==> src/sv/assert_macros.svh <==
// Assertion macros used by the button debounce classifier back end (bdpc_back).
// No dependencies; simulation builds get checks, synthesis builds get nothing.
`ifndef ASSERT_MACROS_SVH
`define ASSERT_MACROS_SVH
`ifndef SYNTHESIS
`define ASSERT_PROP(lbl, clk, rst_n, prop, msg) \
  lbl: assert property (@(posedge clk) disable iff (!rst_n) prop) else $error(msg);
`define ASSERT_NEVER(lbl, clk, rst_n, cond, msg) \
  lbl: assert property (@(posedge clk) disable iff (!rst_n) !(cond)) else $error(msg);
`else
`define ASSERT_PROP(lbl, clk, rst_n, prop, msg)
`define ASSERT_NEVER(lbl, clk, rst_n, cond, msg)
`endif
`endif

==> src/sv/bdpc_pkg.sv <==
// Shared types, constants and helpers for the button debounce classifier.
// No dependencies; used by every module of the block.
package bdpc_pkg;

  // Block limits and defaults
  localparam int MaxButtons   = 16;
  localparam int NumButtonsDef = 4;
  localparam int MaxEvents    = 8;
  localparam int QueueDepth   = 2;
  localparam int CntW         = 16;
  localparam int DebW         = 10;
  localparam int LongW        = 16;
  localparam int CfgDataW     = 16;
  localparam int CfgIdxW      = 1;
  localparam int NumSlots     = 2 * MaxButtons;
  localparam int SlotW        = $clog2(NumSlots);
  localparam int EvCntW       = $clog2(MaxEvents);

  localparam logic [DebW-1:0]  DebounceRst  = DebW'(50);
  localparam logic [LongW-1:0] LongPressRst = LongW'(1000);

  // Configuration register indexes
  typedef enum logic [CfgIdxW-1:0] {
    CFG_DEBOUNCE   = 1'b0,
    CFG_LONG_PRESS = 1'b1
  } cfg_idx_e;

  // Event codes on the result channel
  typedef enum logic [1:0] {
    EV_PRESS   = 2'd0,
    EV_RELEASE = 2'd1,
    EV_CLICK   = 2'd2,
    EV_LONG    = 2'd3
  } event_kind_e;

  // One tick's worth of events: two slots per button, lowest slot first
  typedef struct packed {
    logic [NumSlots-1:0]             pend;
    logic [NumSlots-1:0][1:0]        kind;
    logic [MaxButtons-1:0]           mask;
  } tick_rec_t;

  // Saturating counter increment
  function automatic logic [CntW-1:0] sat_inc(input logic [CntW-1:0] v);
    sat_inc = (v == {CntW{1'b1}}) ? v : v + CntW'(1);
  endfunction

endpackage

==> src/sv/bdpc_front.sv <==
// Front end: per-button debounce and press classification, one tick per cycle while ticks are accepted.
// Depends on bdpc_pkg; feeds tick records to bdpc_queue.
module bdpc_front #(
  parameter int NumButtons = bdpc_pkg::NumButtonsDef
) (
  input  logic                        clk_i,
  input  logic                        rst_ni,
  input  logic                        tick_i,       // tick accepted this cycle
  input  logic [NumButtons-1:0]       pin_levels_i,
  input  logic [bdpc_pkg::DebW-1:0]   debounce_i,
  input  logic [bdpc_pkg::LongW-1:0]  long_press_i,
  output logic                        push_o,
  output bdpc_pkg::tick_rec_t         rec_o
);

  logic [NumButtons-1:0]                     prev_q, prev_d;
  logic [NumButtons-1:0]                     sp_q, sp_d;
  logic [NumButtons-1:0]                     lr_q, lr_d;
  logic [NumButtons-1:0][bdpc_pkg::CntW-1:0] st_q, st_d;
  logic [NumButtons-1:0][bdpc_pkg::CntW-1:0] held_q, held_d;

  // Per-button next state and event slots
  always_comb begin
    logic                      rd;
    logic                      chg;
    logic                      lng;
    logic                      lr_t;
    logic [bdpc_pkg::CntW-1:0] held_t;
    logic [bdpc_pkg::CntW-1:0] st_t;
    rec_o = '0;
    for (int i = 0; i < NumButtons; i++) begin
      rd     = ~pin_levels_i[i];
      held_t = sp_q[i] ? bdpc_pkg::sat_inc(held_q[i]) : held_q[i];
      st_t   = (rd != prev_q[i]) ? '0 : bdpc_pkg::sat_inc(st_q[i]);
      chg    = (st_t > bdpc_pkg::CntW'(debounce_i)) && (rd != sp_q[i]);
      lr_t   = lr_q[i];
      if (chg && rd) begin
        held_t = '0;
        lr_t   = 1'b0;
      end
      sp_d[i]   = chg ? rd : sp_q[i];
      lng       = sp_d[i] && !lr_t && (held_t >= long_press_i);
      lr_d[i]   = lng | lr_t;
      prev_d[i] = rd;
      st_d[i]   = st_t;
      held_d[i] = held_t;
      // first slot: press/release, or a lone long press
      rec_o.pend[2*i]     = chg | lng;
      rec_o.kind[2*i]     = chg ? (rd ? bdpc_pkg::EV_PRESS : bdpc_pkg::EV_RELEASE)
                                : bdpc_pkg::EV_LONG;
      // second slot: long press right after press, or click after release
      rec_o.pend[2*i+1]   = chg && (rd ? lng : !lr_q[i]);
      rec_o.kind[2*i+1]   = rd ? bdpc_pkg::EV_LONG : bdpc_pkg::EV_CLICK;
      rec_o.mask[i]       = sp_d[i];
    end
  end

  assign push_o = tick_i && (rec_o.pend != '0);

  // Button state registers
  always_ff @(posedge clk_i or negedge rst_ni) begin
    if (!rst_ni) begin
      prev_q <= '0;
      sp_q   <= '0;
      lr_q   <= '0;
      st_q   <= '1;
      held_q <= '0;
    end else if (tick_i) begin
      prev_q <= prev_d;
      sp_q   <= sp_d;
      lr_q   <= lr_d;
      st_q   <= st_d;
      held_q <= held_d;
    end
  end

endmodule

==> src/sv/bdpc_queue.sv <==
// Short queue of tick records between the front end and the event drain.
// Depends on bdpc_pkg.
module bdpc_queue (
  input  logic                clk_i,
  input  logic                rst_ni,
  input  logic                push_i,
  input  bdpc_pkg::tick_rec_t rec_i,
  input  logic                pop_i,
  output logic                full_o,
  output logic                empty_o,
  output bdpc_pkg::tick_rec_t rec_o
);

  localparam int PtrW = (bdpc_pkg::QueueDepth > 1) ? $clog2(bdpc_pkg::QueueDepth) : 1;
  localparam int CntQW = $clog2(bdpc_pkg::QueueDepth + 1);

  bdpc_pkg::tick_rec_t mem_q [bdpc_pkg::QueueDepth];
  logic [PtrW-1:0]     wr_ptr_q, wr_ptr_d;
  logic [PtrW-1:0]     rd_ptr_q, rd_ptr_d;
  logic [CntQW-1:0]    cnt_q, cnt_d;

  assign full_o  = (cnt_q == CntQW'(bdpc_pkg::QueueDepth));
  assign empty_o = (cnt_q == '0);
  assign rec_o   = mem_q[rd_ptr_q];

  // Pointer and fill bookkeeping
  always_comb begin
    wr_ptr_d = wr_ptr_q;
    rd_ptr_d = rd_ptr_q;
    cnt_d    = cnt_q;
    if (push_i) begin
      wr_ptr_d = (wr_ptr_q == PtrW'(bdpc_pkg::QueueDepth - 1)) ? '0 : wr_ptr_q + PtrW'(1);
    end
    if (pop_i) begin
      rd_ptr_d = (rd_ptr_q == PtrW'(bdpc_pkg::QueueDepth - 1)) ? '0 : rd_ptr_q + PtrW'(1);
    end
    case ({push_i, pop_i})
      2'b10:   cnt_d = cnt_q + CntQW'(1);
      2'b01:   cnt_d = cnt_q - CntQW'(1);
      default: cnt_d = cnt_q;
    endcase
  end

  always_ff @(posedge clk_i or negedge rst_ni) begin
    if (!rst_ni) begin
      wr_ptr_q <= '0;
      rd_ptr_q <= '0;
      cnt_q    <= '0;
    end else begin
      wr_ptr_q <= wr_ptr_d;
      rd_ptr_q <= rd_ptr_d;
      cnt_q    <= cnt_d;
    end
  end

  // Record storage
  always_ff @(posedge clk_i) begin
    if (push_i) begin
      mem_q[wr_ptr_q] <= rec_i;
    end
  end

endmodule

==> src/sv/bdpc_back.sv <==
// Back end: drains one tick record into single events, one per cycle unless the output stalls.
// Depends on bdpc_pkg and assert_macros.svh; reads from bdpc_queue.
`include "assert_macros.svh"
module bdpc_back #(
  parameter int NumButtons = bdpc_pkg::NumButtonsDef,
  parameter int IdxW       = (NumButtons > 1) ? $clog2(NumButtons) : 1
) (
  input  logic                  clk_i,
  input  logic                  rst_ni,
  input  logic                  empty_i,
  input  bdpc_pkg::tick_rec_t   rec_i,
  output logic                  pop_o,
  output logic                  valid_o,
  input  logic                  ready_i,
  output logic [IdxW-1:0]       button_index_o,
  output logic [1:0]            event_kind_o,
  output logic [NumButtons-1:0] pressed_mask_o,
  output logic                  last_event_o
);

  logic                            busy_q, busy_d;
  logic [bdpc_pkg::NumSlots-1:0]   pend_q, pend_d;
  bdpc_pkg::tick_rec_t             rec_q;
  logic [bdpc_pkg::EvCntW-1:0]     cnt_q, cnt_d;
  logic                            valid_q, valid_d;
  logic [IdxW-1:0]                 idx_q;
  logic [1:0]                      kind_q;
  logic [NumButtons-1:0]           mask_q;
  logic                            last_q;

  logic                            emit;
  logic                            last;
  logic [bdpc_pkg::SlotW-1:0]      sel;
  logic [bdpc_pkg::NumSlots-1:0]   rest;

  // Lowest pending slot
  always_comb begin
    sel = '0;
    for (int j = bdpc_pkg::NumSlots - 1; j >= 0; j--) begin
      if (pend_q[j]) begin
        sel = bdpc_pkg::SlotW'(j);
      end
    end
    rest      = pend_q;
    rest[sel] = 1'b0;
  end

  assign pop_o = !busy_q && !empty_i;
  assign emit  = busy_q && (!valid_q || ready_i);
  assign last  = (rest == '0) || (cnt_q == bdpc_pkg::EvCntW'(bdpc_pkg::MaxEvents - 1));

  // Drain control
  always_comb begin
    busy_d  = busy_q;
    pend_d  = pend_q;
    cnt_d   = cnt_q;
    valid_d = valid_q;
    if (ready_i) begin
      valid_d = 1'b0;
    end
    if (pop_o) begin
      busy_d = 1'b1;
      pend_d = rec_i.pend;
      cnt_d  = '0;
    end else if (emit) begin
      valid_d = 1'b1;
      pend_d  = rest;
      cnt_d   = cnt_q + bdpc_pkg::EvCntW'(1);
      busy_d  = !last;
    end
  end

  always_ff @(posedge clk_i or negedge rst_ni) begin
    if (!rst_ni) begin
      busy_q  <= 1'b0;
      pend_q  <= '0;
      cnt_q   <= '0;
      valid_q <= 1'b0;
    end else begin
      busy_q  <= busy_d;
      pend_q  <= pend_d;
      cnt_q   <= cnt_d;
      valid_q <= valid_d;
    end
  end

  // Payload registers
  always_ff @(posedge clk_i) begin
    if (pop_o) begin
      rec_q <= rec_i;
    end
    if (emit) begin
      idx_q  <= sel[IdxW:1];
      kind_q <= rec_q.kind[sel];
      mask_q <= rec_q.mask[NumButtons-1:0];
      last_q <= last;
    end
  end

  assign valid_o        = valid_q;
  assign button_index_o = idx_q;
  assign event_kind_o   = kind_q;
  assign pressed_mask_o = mask_q;
  assign last_event_o   = last_q;

  `ASSERT_NEVER(a_busy_has_work, clk_i, rst_ni, busy_q && (pend_q == '0), "drain busy with no pending event")
  `ASSERT_PROP(a_cap_ends_tick, clk_i, rst_ni, emit && (cnt_q == bdpc_pkg::EvCntW'(bdpc_pkg::MaxEvents - 1)) |=> !busy_q, "event cap did not end the tick")
  `ASSERT_PROP(a_valid_from_drain, clk_i, rst_ni, $rose(valid_q) |-> $past(busy_q), "result appeared without an active drain")
  `ASSERT_PROP(a_last_frees_drain, clk_i, rst_ni, emit && last |=> !busy_q && valid_q && last_q, "final event did not close the tick")

endmodule

==> src/sv/button_debounce_press_classifier.sv <==
// Four-button (NUM_BUTTONS) debouncer and press classifier. Each input request is one
// millisecond tick of raw active-low pin levels; the front end updates every button's
// debounce state in the cycle the tick is accepted and queues the tick's events (up to
// two per button, at most eight per tick). The back end loads a queued tick record and
// drains it one event per cycle, unless the output stalls, into a registered output,
// taking no new record before the tick's final event; quiet ticks produce no result
// and are accepted every cycle while the two-entry tick queue has room. Results carry
// the button index and pressed mask in tdata, the event kind in tuser and the tick's
// final event in tlast. Configuration writes must only happen while the block is idle.
module button_debounce_press_classifier #(
  parameter int NUM_BUTTONS = bdpc_pkg::NumButtonsDef,
  parameter int IdxW        = (NUM_BUTTONS > 1) ? $clog2(NUM_BUTTONS) : 1,
  parameter int InW         = ((NUM_BUTTONS + 7) / 8) * 8,
  parameter int OutW        = ((IdxW + NUM_BUTTONS + 7) / 8) * 8
) (
  input  logic                          clk_i,
  input  logic                          rst_ni,
  // configuration write port
  input  logic                          cfg_we_i,
  input  logic [bdpc_pkg::CfgIdxW-1:0]  cfg_idx_i,
  input  logic [bdpc_pkg::CfgDataW-1:0] cfg_wdata_i,
  // tick input
  input  logic                          s_axis_tvalid_i,
  output logic                          s_axis_tready_o,
  input  logic [InW-1:0]                s_axis_tdata_i,   // pin_levels
  // event output
  output logic                          m_axis_tvalid_o,
  input  logic                          m_axis_tready_i,
  output logic [OutW-1:0]               m_axis_tdata_o,   // button_index, pressed_mask
  output logic [1:0]                    m_axis_tuser_o,   // event_kind
  output logic                          m_axis_tlast_o    // last_event
);

  logic [bdpc_pkg::DebW-1:0]  debounce_q;
  logic [bdpc_pkg::LongW-1:0] long_press_q;

  logic                       tick;
  logic                       push;
  logic                       pop;
  logic                       full;
  logic                       empty;
  bdpc_pkg::tick_rec_t        rec_in;
  bdpc_pkg::tick_rec_t        rec_out;
  logic [IdxW-1:0]            button_index;
  logic [NUM_BUTTONS-1:0]     pressed_mask;

  // Configuration registers
  always_ff @(posedge clk_i or negedge rst_ni) begin
    if (!rst_ni) begin
      debounce_q   <= bdpc_pkg::DebounceRst;
      long_press_q <= bdpc_pkg::LongPressRst;
    end else if (cfg_we_i) begin
      unique case (cfg_idx_i)
        bdpc_pkg::CFG_DEBOUNCE:   debounce_q   <= cfg_wdata_i[bdpc_pkg::DebW-1:0];
        bdpc_pkg::CFG_LONG_PRESS: long_press_q <= cfg_wdata_i[bdpc_pkg::LongW-1:0];
        default: ;
      endcase
    end
  end

  assign s_axis_tready_o = !full;
  assign tick            = s_axis_tvalid_i && !full;

  bdpc_front #(
    .NumButtons (NUM_BUTTONS)
  ) u_front (
    .clk_i        (clk_i),
    .rst_ni       (rst_ni),
    .tick_i       (tick),
    .pin_levels_i (s_axis_tdata_i[NUM_BUTTONS-1:0]),
    .debounce_i   (debounce_q),
    .long_press_i (long_press_q),
    .push_o       (push),
    .rec_o        (rec_in)
  );

  bdpc_queue u_queue (
    .clk_i   (clk_i),
    .rst_ni  (rst_ni),
    .push_i  (push),
    .rec_i   (rec_in),
    .pop_i   (pop),
    .full_o  (full),
    .empty_o (empty),
    .rec_o   (rec_out)
  );

  bdpc_back #(
    .NumButtons (NUM_BUTTONS),
    .IdxW       (IdxW)
  ) u_back (
    .clk_i          (clk_i),
    .rst_ni         (rst_ni),
    .empty_i        (empty),
    .rec_i          (rec_out),
    .pop_o          (pop),
    .valid_o        (m_axis_tvalid_o),
    .ready_i        (m_axis_tready_i),
    .button_index_o (button_index),
    .event_kind_o   (m_axis_tuser_o),
    .pressed_mask_o (pressed_mask),
    .last_event_o   (m_axis_tlast_o)
  );

  assign m_axis_tdata_o = OutW'({pressed_mask, button_index});

endmodule
==> config.mk <==
export PLATFORM = sky130hd
export DESIGN_NAME = button_debounce_press_classifier
export DESIGN_NICKNAME = d
export VERILOG_FILES = /design/src/sv/bdpc_pkg.sv /design/src/sv/bdpc_front.sv /design/src/sv/bdpc_queue.sv /design/src/sv/bdpc_back.sv /design/src/sv/button_debounce_press_classifier.sv
export VERILOG_INCLUDE_DIRS = /design/src /design/src/sv
export SDC_FILE = /design/constraint.sdc
export NUM_CORES = 1
export LEC_CHECK = 0
export ABC_AREA = 1
export BUFFER_PORTS_ARGS = -buffer_cell sky130_fd_sc_hd__buf_4
export CAP_MARGIN = 20
export CORE_ASPECT_RATIO = 0.75
export CORE_MARGIN = 2
export CORE_UTILIZATION = 48
export CTS_CLUSTER_SIZE = 8
export DETAILED_ROUTE_END_ITERATION = 12
export GPL_ROUTABILITY_DRIVEN = 0
export GPL_TIMING_DRIVEN = 1
export PLACE_DENSITY_LB_ADDON = 0.15
export RECOVER_POWER = 50
export SLEW_MARGIN = 20
export SYNTH_ARGS = -nofsm -noshare
export SYNTH_HDL_FRONTEND = slang
export SYNTH_SLANG_ARGS = --single-unit
export TNS_END_PERCENT = 10
==> constraint.sdc <==
create_clock -name clk_i -period 9.1 [get_ports clk_i]
set_input_delay 2.73 -clock clk_i [delete_from_list [all_inputs] [get_ports clk_i]]
set_output_delay 2.73 -clock clk_i [all_outputs]
set_load 0.01 [all_outputs]
==> results.yml, run 1 <==
clock_network:
  clock_sinks: 280
  ctsResizeCount: 0
  cts_hold_buf: 0
  clkTransAtPathRegs_ns: 0.05
  ctsHtreeMaxLevel: 2
  tritoncts: "done"
  insertion_delay_ns: 0.54
  clockBufferDepth: 3
  numCtsBuffers: 41
  post_cts_buffers: 0
  clockRootBuffer: "clkbuf_16"
synthesis:
  syn_avg_cell_area_um2: 8.02
  synth.distinct_cells: 60
  async_flop_share: 0.739
  ys_top_cells_by_area: "dfrtp_1 19%, edfxtp_1 13%, dfstp_2 11%"
  netlist_instances: 2146
  seq_area_frac_synth: 0.434
  synth_ff_type: "dfrtp_1"
  synth-edff-count: 73
  ys_seq_elements: 280
  synth_most_common_cell: "nand2_1"
  synth_top_area_cell: "dfrtp_1"
  synth_common_cells: "507 x nand2_1, 273 x inv_1, 196 x o21ai_0, 183 x nor2_1, 134 x dfrtp_1"
  synth_area_mm2: 0.0172
  synth_top_area_share: 0.195
  yosys_warnings: 0
power_and_ir_drop:
  p_seq_frac: 0.349
  power.density_mw_per_mm2: 264
  p_switching_mw: 2.03
  p_leak_nw: 8.33
  switching_share: 0.401
  pwr-share-clk: 0.282
  comb_power_share: 0.369
  intPower_mw: 3.04
  ir_drop_uv: 169
timing:
  fin_crit_ns: 8.49
  hold_ws_ns: 0.424
  worstMarginPinSlew_ns: 5.36
  setup_viol: 0
  max_slew_margin: -2.57
  hold_viol: 0
  rsz0062_at_grt: "no"
  tns_ns: 0
  final.setup.worst_slack_ns: 0.608
  slew_violations: 170
  fmax_mhz: 118
  finalClockSkew_ns: 0.0167
  period_share: 0.933
detailed_routing:
  drt-wirelength-per-cell_um: 16.0
  viasPerCell: 5.40
  drt_first_pass_iters: 5
  route.detailed.drc: 0
  num_vias: 14500
  antenna_left: 0
  wl_um: 43000
  drt_first_iter_violations: 1067
worst_setup_path:
  crit_path_start: "s_axis_tdata_i[3]"
  cp_top_family: "compound AO/OA/AOI/OAI gates"
  cp.arrival_ns: 8.90
  worst_r2r_startpoint: "u_front.st_q[5]"
  path_class: "input port to flop"
  cp-end-kind: "flop"
  worst-path-buf-inv: 4
  slowest_delay_ns: 0.30
  cp-start-kind: "input port"
  critPathRequiredTime_ns: 9.51
  slowest_stage: "nor3_1"
  critPathMaxFanout: 12
finish:
  diodes: 0
  drive_gt1_frac: 0.105
  layout.nets: 2334
  synthToLayoutAreaGrowth_pct: 11.4
  nFillCells: 3317
  fin_area_mm2: 0.0192
outcome:
  run_status: "complete, but fails checks"
  violations: "max-capacitance violations, max-slew violations"
global_routing:
  grt_pass1_wl_um: 70500
  grt_max_degree: 110
  grt_overflow: 0
  grt_pass1_vias: 13800
  grt_use_total: 0.233
  grt_antenna_before_repair: 0
placed_design:
  io_buffers: 36
  dp.final_hpwl_um: 30400
  placed_cell_area_mm2: 0.0180
  pre_cts_ws_ns: 0.127
floorplanning:
  ios: 43
  coreArea_mm2: 0.0356
  start_util: 0.484
  die_area_mm2: 0.0374
  die_w_um: 223
  num_rows: 60
  die_y_um: 168
run:
  drv_cap: 4
hold_path:
  holdCritPathClass: "flop to flop"
  hold_start: "u_back.rec_q[1]"
cell families (layout without fill, tap and decap cells):
family | Yosys count | count (layout) | share of synthesized area
xor gates and xnor gates | 71 | 71 | 0.0361
AOI/OAI and AO/OA | 411 | 411 | 0.137
and+or+nand+nor | 915 | 915 | 0.231
other | 1 | 2 | 0.000218
buffers and inverters | 353 | 426 | 0.0780
adders and majority gates | 115 | 115 | 0.0836
DFF | 280 | 280 | 0.434
path summary, 6_finish.rpt:
| path | endpoint | slack, ns | depth (start not counted) |
|---|---|---|---|
| worst max-delay path | u_queue.cnt_q[1] | 0.61 | 40 |
| worst min-delay path | u_back.pressed_mask_o[1] | 0.42 | 0 |
| worst max register to register | u_queue.cnt_q[1] | 1.57 | 43 |
| worst min register to register | u_back.pressed_mask_o[1] | 0.42 | 0 |
| max in group asynchronous | u_front.prev_q[0] | 1.30 | 2 |
| min in group asynchronous | u_front.held_q[56] | 4.39 | 1 |
through the flow:
| stage | util | cells | power [mW] |
|---|---|---|---|
| after floorplan | - | 2147 | 3.08 |
| after global placement | 0.507 | 2611 | 3.59 |
| after detailed placement | 0.507 | 2611 | 3.64 |
| after CTS | 0.540 | 2685 | 5.10 |
| after global routing | 0.539 | 2685 | 5.45 |
| final | 0.539 | 2685 | 5.07 |
layout make-up:
class | count | area (µm²) | area share
Clock inverter | 2 | 17.5 | 0.000914
Timing Repair Buffer | 58 | 407 | 0.0212
Inverter | 294 | 1110 | 0.0577
Tap cell | 465 | 582 | 0.0303
Sequential cell | 280 | 7460 | 0.389
Multi-Input combinational cell | 1514 | 8410 | 0.439
Clock buffer | 72 | 1180 | 0.0618
power by group through the flow:
| stage | Sequential (mW) | Combinational, mW | Clock (mW) |
|---|---|---|---|
| after global routing | 1.80 | 2.13 | 1.52 |
| after detailed placement | 1.78 | 1.86 | 0 |
| after floorplan | 1.72 | 1.36 | 0 |
| final | 1.77 | 1.87 | 1.43 |
| after CTS | 1.76 | 1.87 | 1.47 |
| after global placement | 1.77 | 1.82 | 0 |
cells in the final DEF (no fill, tap or decap), drive strengths merged, types with 9 or more instances in the layout:
master / Yosys / layout
dfrtp: 134 / 134
xor2: 64 / 64
nor3: 63 / 63
nor4: 20 / 20
nand4: 39 / 39
ha: 115 / 115
a21oi: 91 / 91
nand3: 71 / 71
inv: 289 / 291
a211oi: 11 / 11
nor2: 195 / 195
o221ai: 13 / 13
buf: 19 / 46
nand2: 512 / 512
o21a: 17 / 17
edfxtp: 73 / 73
clkbuf: 40 / 83
a31oi: 11 / 11
a21boi: 9 / 9
o21ai: 214 / 214
dfstp: 73 / 73
o211ai: 24 / 24
metal layers:
metal | up-vias | share of wire | routed length, µm | GRT usage
li1 | 7242 | - | - | -
met4 | 0 | 0.022 | 946 | 0.0657
met1 | 6806 | 0.50 | 21300 | 0.343
met5 | - | 0 | 0 | 0
met2 | 378 | 0.42 | 18300 | 0.355
met3 | 60 | 0.058 | 2480 | 0.0366
registers in the layout (all words and copies together) (netlist names), 10 cells and up:
register        cells
u_queue.mem_q      48
u_back.pend_q      32
u_front.st_q       64
u_front.held_q     64
u_back.rec_q       16
long_press_q       16
debounce_q         10
No activity file was read; power rests on OpenSTA's default activity.
==> inputs of run 2 (changes only) <==
clock period = 7.6 ns   (was 9.1 ns; I/O delays follow)
==> run 2 against run 1 <==
  * The flow still finishes with violations (max-capacitance violations, max-slew violations)
  * Combinational power rose by 36%
  * Non-clock buffer count rose by 93
  * Sequential share of layout area is 2.0 points lower
==> results.yml, run 2 (synthesized netlist as in run 1, its figures left out) <==
power_and_ir_drop:
  ir_drop_uv: 221
  power.density_mw_per_mm2: 312
  p_leak_nw: 8.90
worst_setup_path:
  slowest_delay_ns: 0.28
  critPathMaxFanout: 6
  cp-start-kind: "input port"
  cp_top_family: "compound AO/OA/AOI/OAI gates"
  crit_cells: 38
  r2r-end: "u_queue.cnt_q[1]"
  crit_path_start: "s_axis_tdata_i[1]"
  worst_r2r_startpoint: "u_front.st_q[22]"
  cp.arrival_ns: 7.76
  r2r_slack_ns: 0.40
  slowest_stage: "ha_1"
  endpoint: "u_queue.cnt_q[1]"
  cpMostUsedCell: "o21a_1"
  path_class: "input port to flop"
  worst-path-buf-inv: 5
  r2r_cells: 46
  cp-end-kind: "flop"
  critPathRequiredTime_ns: 8.01
detailed_routing:
  viasPerCell: 5.29
  route.detailed.drc: 0
  antenna_left: 0
  drt_first_pass_iters: 5
  drt_first_iter_violations: 1173
  wl_um: 44000
  num_vias: 14700
  drt-wirelength-per-cell_um: 15.9
finish:
  synthToLayoutAreaGrowth_pct: 17.4
  drive_gt1_frac: 0.161
  top_regs: "u_front.held_q: 64 flops, u_front.st_q: 64 flops, u_queue.mem_q: 48 flops"
  final_core_util: 0.568
  layout.nets: 2427
  mostFrequentLayoutCells: "503 x nand2_1, 272 x inv_1, 188 x o21ai_0"
  final_common_cell: "nand2_1"
  diodes: 0
timing:
  max_slew_margin: -2.10
  worstMarginPinSlew_ns: 4.66
  setup_viol: 0
  finalClockSkew_ns: 0.0164
  tns_ns: 0
  hold_viol: 0
  fin_crit_ns: 7.36
  fmax_mhz: 136
  period_share: 0.968
  rsz0062_at_grt: "yes"
  slew_violations: 96
clock_network:
  clkTransAtPathRegs_ns: 0.05
  tritoncts: "done"
  numCtsBuffers: 40
  clockBufferDepth: 3
  ctsHtreeMaxLevel: 2
  clockRootBuffer: "clkbuf_16"
  clock_sinks: 280
  insertion_delay_ns: 0.54
  cts_hold_buf: 0
floorplanning:
  die_y_um: 168
  start_util: 0.484
  coreArea_mm2: 0.0356
  die_w_um: 223
  ios: 43
  die_area_mm2: 0.0374
  num_rows: 60
placed_design:
  io_buffers: 36
  dp.final_hpwl_um: 30300
global_routing:
  grt_use_total: 0.236
  global_route.usage.met2: 0.356
  grt_pass1_wl_um: 71700
  grt_max_degree: 113
  grt_overflow: 0
  grt_antenna_before_repair: 0
  grt_pass1_vias: 13900
  grt_util_met3: 0.0307
  use_met1: 0.357
  top_usage_layer: "met1"
hold_path:
  holdCritPathClass: "flop to flop"
run:
  drv_cap: 1
outcome:
  violations: "max-capacitance violations, max-slew violations"
  run_status: "complete, but fails checks"
run 2: cell types whose count changed in the layout (fill, tap and decap cells not counted), moves of 6 or more:
cell | previous run | this run
a21oi_2 | 1 | 10
o21ai_0 | 197 | 188
buf_4 | 46 | 135
o21ai_1 | 15 | 21
buf_12 | 0 | 6
a21oi_1 | 90 | 80
run 2: through the flow:
step | hold slack (ns) | total power [mW] | cells | setup slack [ns] | area (µm²)
CTS | 0.418 | 6.23 | 2762 | 0.00984 | 19900
floorplan | 0.400 | 3.69 | 2147 | 0.126 | 17200
detailed placement | 0.408 | 4.53 | 2691 | -0.865 | 18700
global route | 0.433 | 6.78 | 2775 | -0.111 | 20200
global placement | 0.403 | 4.47 | 2691 | -0.746 | 18700
finish | 0.420 | 6.30 | 2775 | 0.245 | 20200
run 2: report_power, final:
| group | switching, mW | internal (mW) | total (mW) |
|---|---|---|---|
| Clock | 0.667 | 0.982 | 1.65 |
| Sequential | 0.217 | 1.88 | 2.10 |
| Combinational | 1.63 | 0.913 | 2.55 |
run 2: worst min path at each step:
| stage | startpoint | to | slack, ns | depth (start not counted) |
|---|---|---|---|---|
| after floorplan | u_back.rec_q[0] | u_back.pressed_mask_o[0] | 0.40 | 0 |
| after global placement | u_back.rec_q[1] | u_back.pressed_mask_o[1] | 0.40 | 0 |
| after detailed placement | u_back.rec_q[0] | u_back.pressed_mask_o[0] | 0.41 | 0 |
| after CTS | u_back.rec_q[1] | u_back.pressed_mask_o[1] | 0.42 | 0 |
| after global routing | u_back.rec_q[0] | u_back.pressed_mask_o[0] | 0.43 | 0 |
| final | u_back.rec_q[3] | u_back.pressed_mask_o[3] | 0.42 | 0 |
run 2: layout make-up:
| type | instances | area (µm²) |
|---|---|---|
| Clock buffer | 68 | 1110 |
| Clock inverter | 2 | 25.0 |
| Fill cell | 3213 | 15400 |
| Inverter | 294 | 1110 |
| Multi-Input combinational cell | 1515 | 8720 |
| Sequential cell | 280 | 7460 |
| Tap cell | 465 | 582 |
| Timing Repair Buffer | 151 | 1200 |
run 2: what timing repair did:
action,4_1_cts,5_1_grt
setup endpoints to repair,51,51
setup buffers,1,12
pin swaps,1,28
gates cloned,0,1
resized for setup,9,58
run 2: metal layers:
| metal | routed length, µm | part of all wire |
|---|---|---|
| met2 | 18700 | 0.42 |
| met5 | 0 | 0 |
| met3 | 2130 | 0.048 |
| met4 | 1040 | 0.024 |
| met1 | 22200 | 0.50 |
==> inputs of run 3 (changes only) <==
SLEW_MARGIN = 30   (was 20)
clock period = 9.03 ns   (was 7.6 ns; I/O delays follow)
==> run 3 against run 2 <==
  * The flow still finishes with violations (max-capacitance violations, max-slew violations)
  * Combinational power down 25%
  * Final cell count shrank 3.4%
  * Wire length decreased by 2.1%
  * Sequential share of layout area up 2.1 points
  * Highest routed layer unchanged
==> results.yml, run 3 (synthesized netlist as in run 1, its figures left out) <==
finish:
  drive_gt1_frac: 0.106
  nFillCells: 3307
  layout.nets: 2336
  seqCellArea_mm2: 0.00746
  synthToLayoutAreaGrowth_pct: 11.2
  multi_input_area_mm2: 0.00842
  top_regs: "u_front.held_q: 64 flops, u_front.st_q: 64 flops, u_queue.mem_q: 48 flops"
  mostFrequentLayoutCells: "508 x nand2_1, 273 x inv_1, 197 x o21ai_0"
  final_core_util: 0.538
  final_common_cell: "nand2_1"
clock_network:
  clockRootBuffer: "clkbuf_16"
  insertion_delay_ns: 0.54
  numCtsBuffers: 40
  clock_sinks: 280
  tritoncts: "done"
  clkTransAtPathRegs_ns: 0.05
  ctsHtreeMaxLevel: 2
  clockBufferDepth: 3
  post_cts_buffers: 0
timing:
  fmax_mhz: 118
  rsz0062_at_grt: "no"
  hold_ws_ns: 0.418
  max_slew_margin: -2.06
  tns_ns: 0
  worstMarginPinSlew_ns: 4.59
  fin_crit_ns: 8.49
  slew_violations: 193
  setup_viol: 0
  period_share: 0.940
  hold_viol: 0
  finalClockSkew_ns: 0.0247
global_routing:
  grt_max_degree: 122
  grt_overflow: 0
  grt_pass1_vias: 13800
  grt_pass1_wl_um: 70300
  grt_antenna_before_repair: 1
  grt_use_total: 0.233
worst_setup_path:
  cp-start-kind: "input port"
  slowest_stage: "a211oi_1"
  cp.arrival_ns: 8.90
  critPathRequiredTime_ns: 9.44
  slowest_delay_ns: 0.34
  cp-end-kind: "flop"
  cpMostUsedCell: "o21a_1"
  r2r_slack_ns: 1.48
  critPathMaxFanout: 6
  path_class: "input port to flop"
floorplanning:
  die_area_mm2: 0.0374
  ios: 43
  coreArea_mm2: 0.0356
  die_y_um: 168
  num_rows: 60
  start_util: 0.484
  die_w_um: 223
power_and_ir_drop:
  p_leak_nw: 8.32
  power.density_mw_per_mm2: 265
  ir_drop_uv: 149
placed_design:
  io_buffers: 36
  dp.final_hpwl_um: 30300
detailed_routing:
  drt_first_pass_iters: 5
  num_vias: 14400
  drt-wirelength-per-cell_um: 16.1
  antenna_left: 0
  route.detailed.drc: 0
  drt_first_iter_violations: 1210
  wl_um: 43100
  viasPerCell: 5.36
outcome:
  violations: "max-capacitance violations, max-slew violations"
  run_status: "complete, but fails checks"
hold_path:
  holdCritPathClass: "flop to flop"
run:
  drv_cap: 3
==> run 3: worst paths after layout <==
kind                       cells after the start                  endpoint         startpoint
max in group asynchronous                      2         u_back.pend_q[25]             rst_ni
setup / recovery                              37          u_queue.cnt_q[1]  s_axis_tdata_i[1]
setup reg to reg                              43          u_queue.cnt_q[1]    u_front.st_q[5]
min in group asynchronous                      1        u_front.held_q[56]             rst_ni
hold reg to reg                                0  u_back.pressed_mask_o[0]    u_back.rec_q[0]
hold / removal                                 0  u_back.pressed_mask_o[0]    u_back.rec_q[0]
==> run 3: what timing repair did <==
item / 4_1_cts / 5_1_grt
resized for setup: 0 / 2
endpoints found under the setup margin: 0 / 1
hold buffers: 0 / 0
==> run 3: metrics by stage <==
stage	std cells	total power [mW]	instance area, µm²	setup slack [ns]
2_1_floorplan	2147	3.11	17200	0.770
3_3_place_gp	2614	3.63	18000	0.134
3_5_place_dp	2614	3.68	18100	0.124
4_1_cts	2679	5.10	19200	0.597
5_1_grt	2680	5.44	19100	0.00817
6_report	2680	5.07	19100	0.543
==> run 3: power breakdown <==
| group | switching, mW | internal (mW) | total, mW |
|---|---|---|---|
| clock | 0.556 | 0.833 | 1.39 |
| sequential | 0.196 | 1.59 | 1.78 |
| combinational | 1.29 | 0.608 | 1.90 |
==> run 3: per-layer routing <==
layer | share of wire | wire length, µm | vias to the layer above | GRT usage
met5 | 0 | 0 | - | 0
met3 | 0.048 | 2080 | 65 | 0.0342
met2 | 0.43 | 18400 | 333 | 0.354
met1 | 0.50 | 21600 | 6736 | 0.343
met4 | 0.024 | 1050 | 0 | 0.0767
li1 | - | - | 7233 | -
==> run 3: final cells by class <==
cell class / count / area share
antenna: 1 / 0.000131
clock buffer: 63 / 0.0579
clock inverter: 2 / 0.000916
inverter: 294 / 0.0578
multi-input combinational: 1514 / 0.440
sequential: 280 / 0.390
tap: 465 / 0.0304
timing repair buffer: 61 / 0.0227
==> run 3: critical path, delay by kind of cell <==
family,cells,cell delay (ns)
AO/OA/AOI/OAI,17,2.92
buffers and inverters,3,0.37
XOR/XNOR,2,0.47
AND/OR/NAND/NOR,12,1.57
adder cells (fa/ha/maj),3,0.83
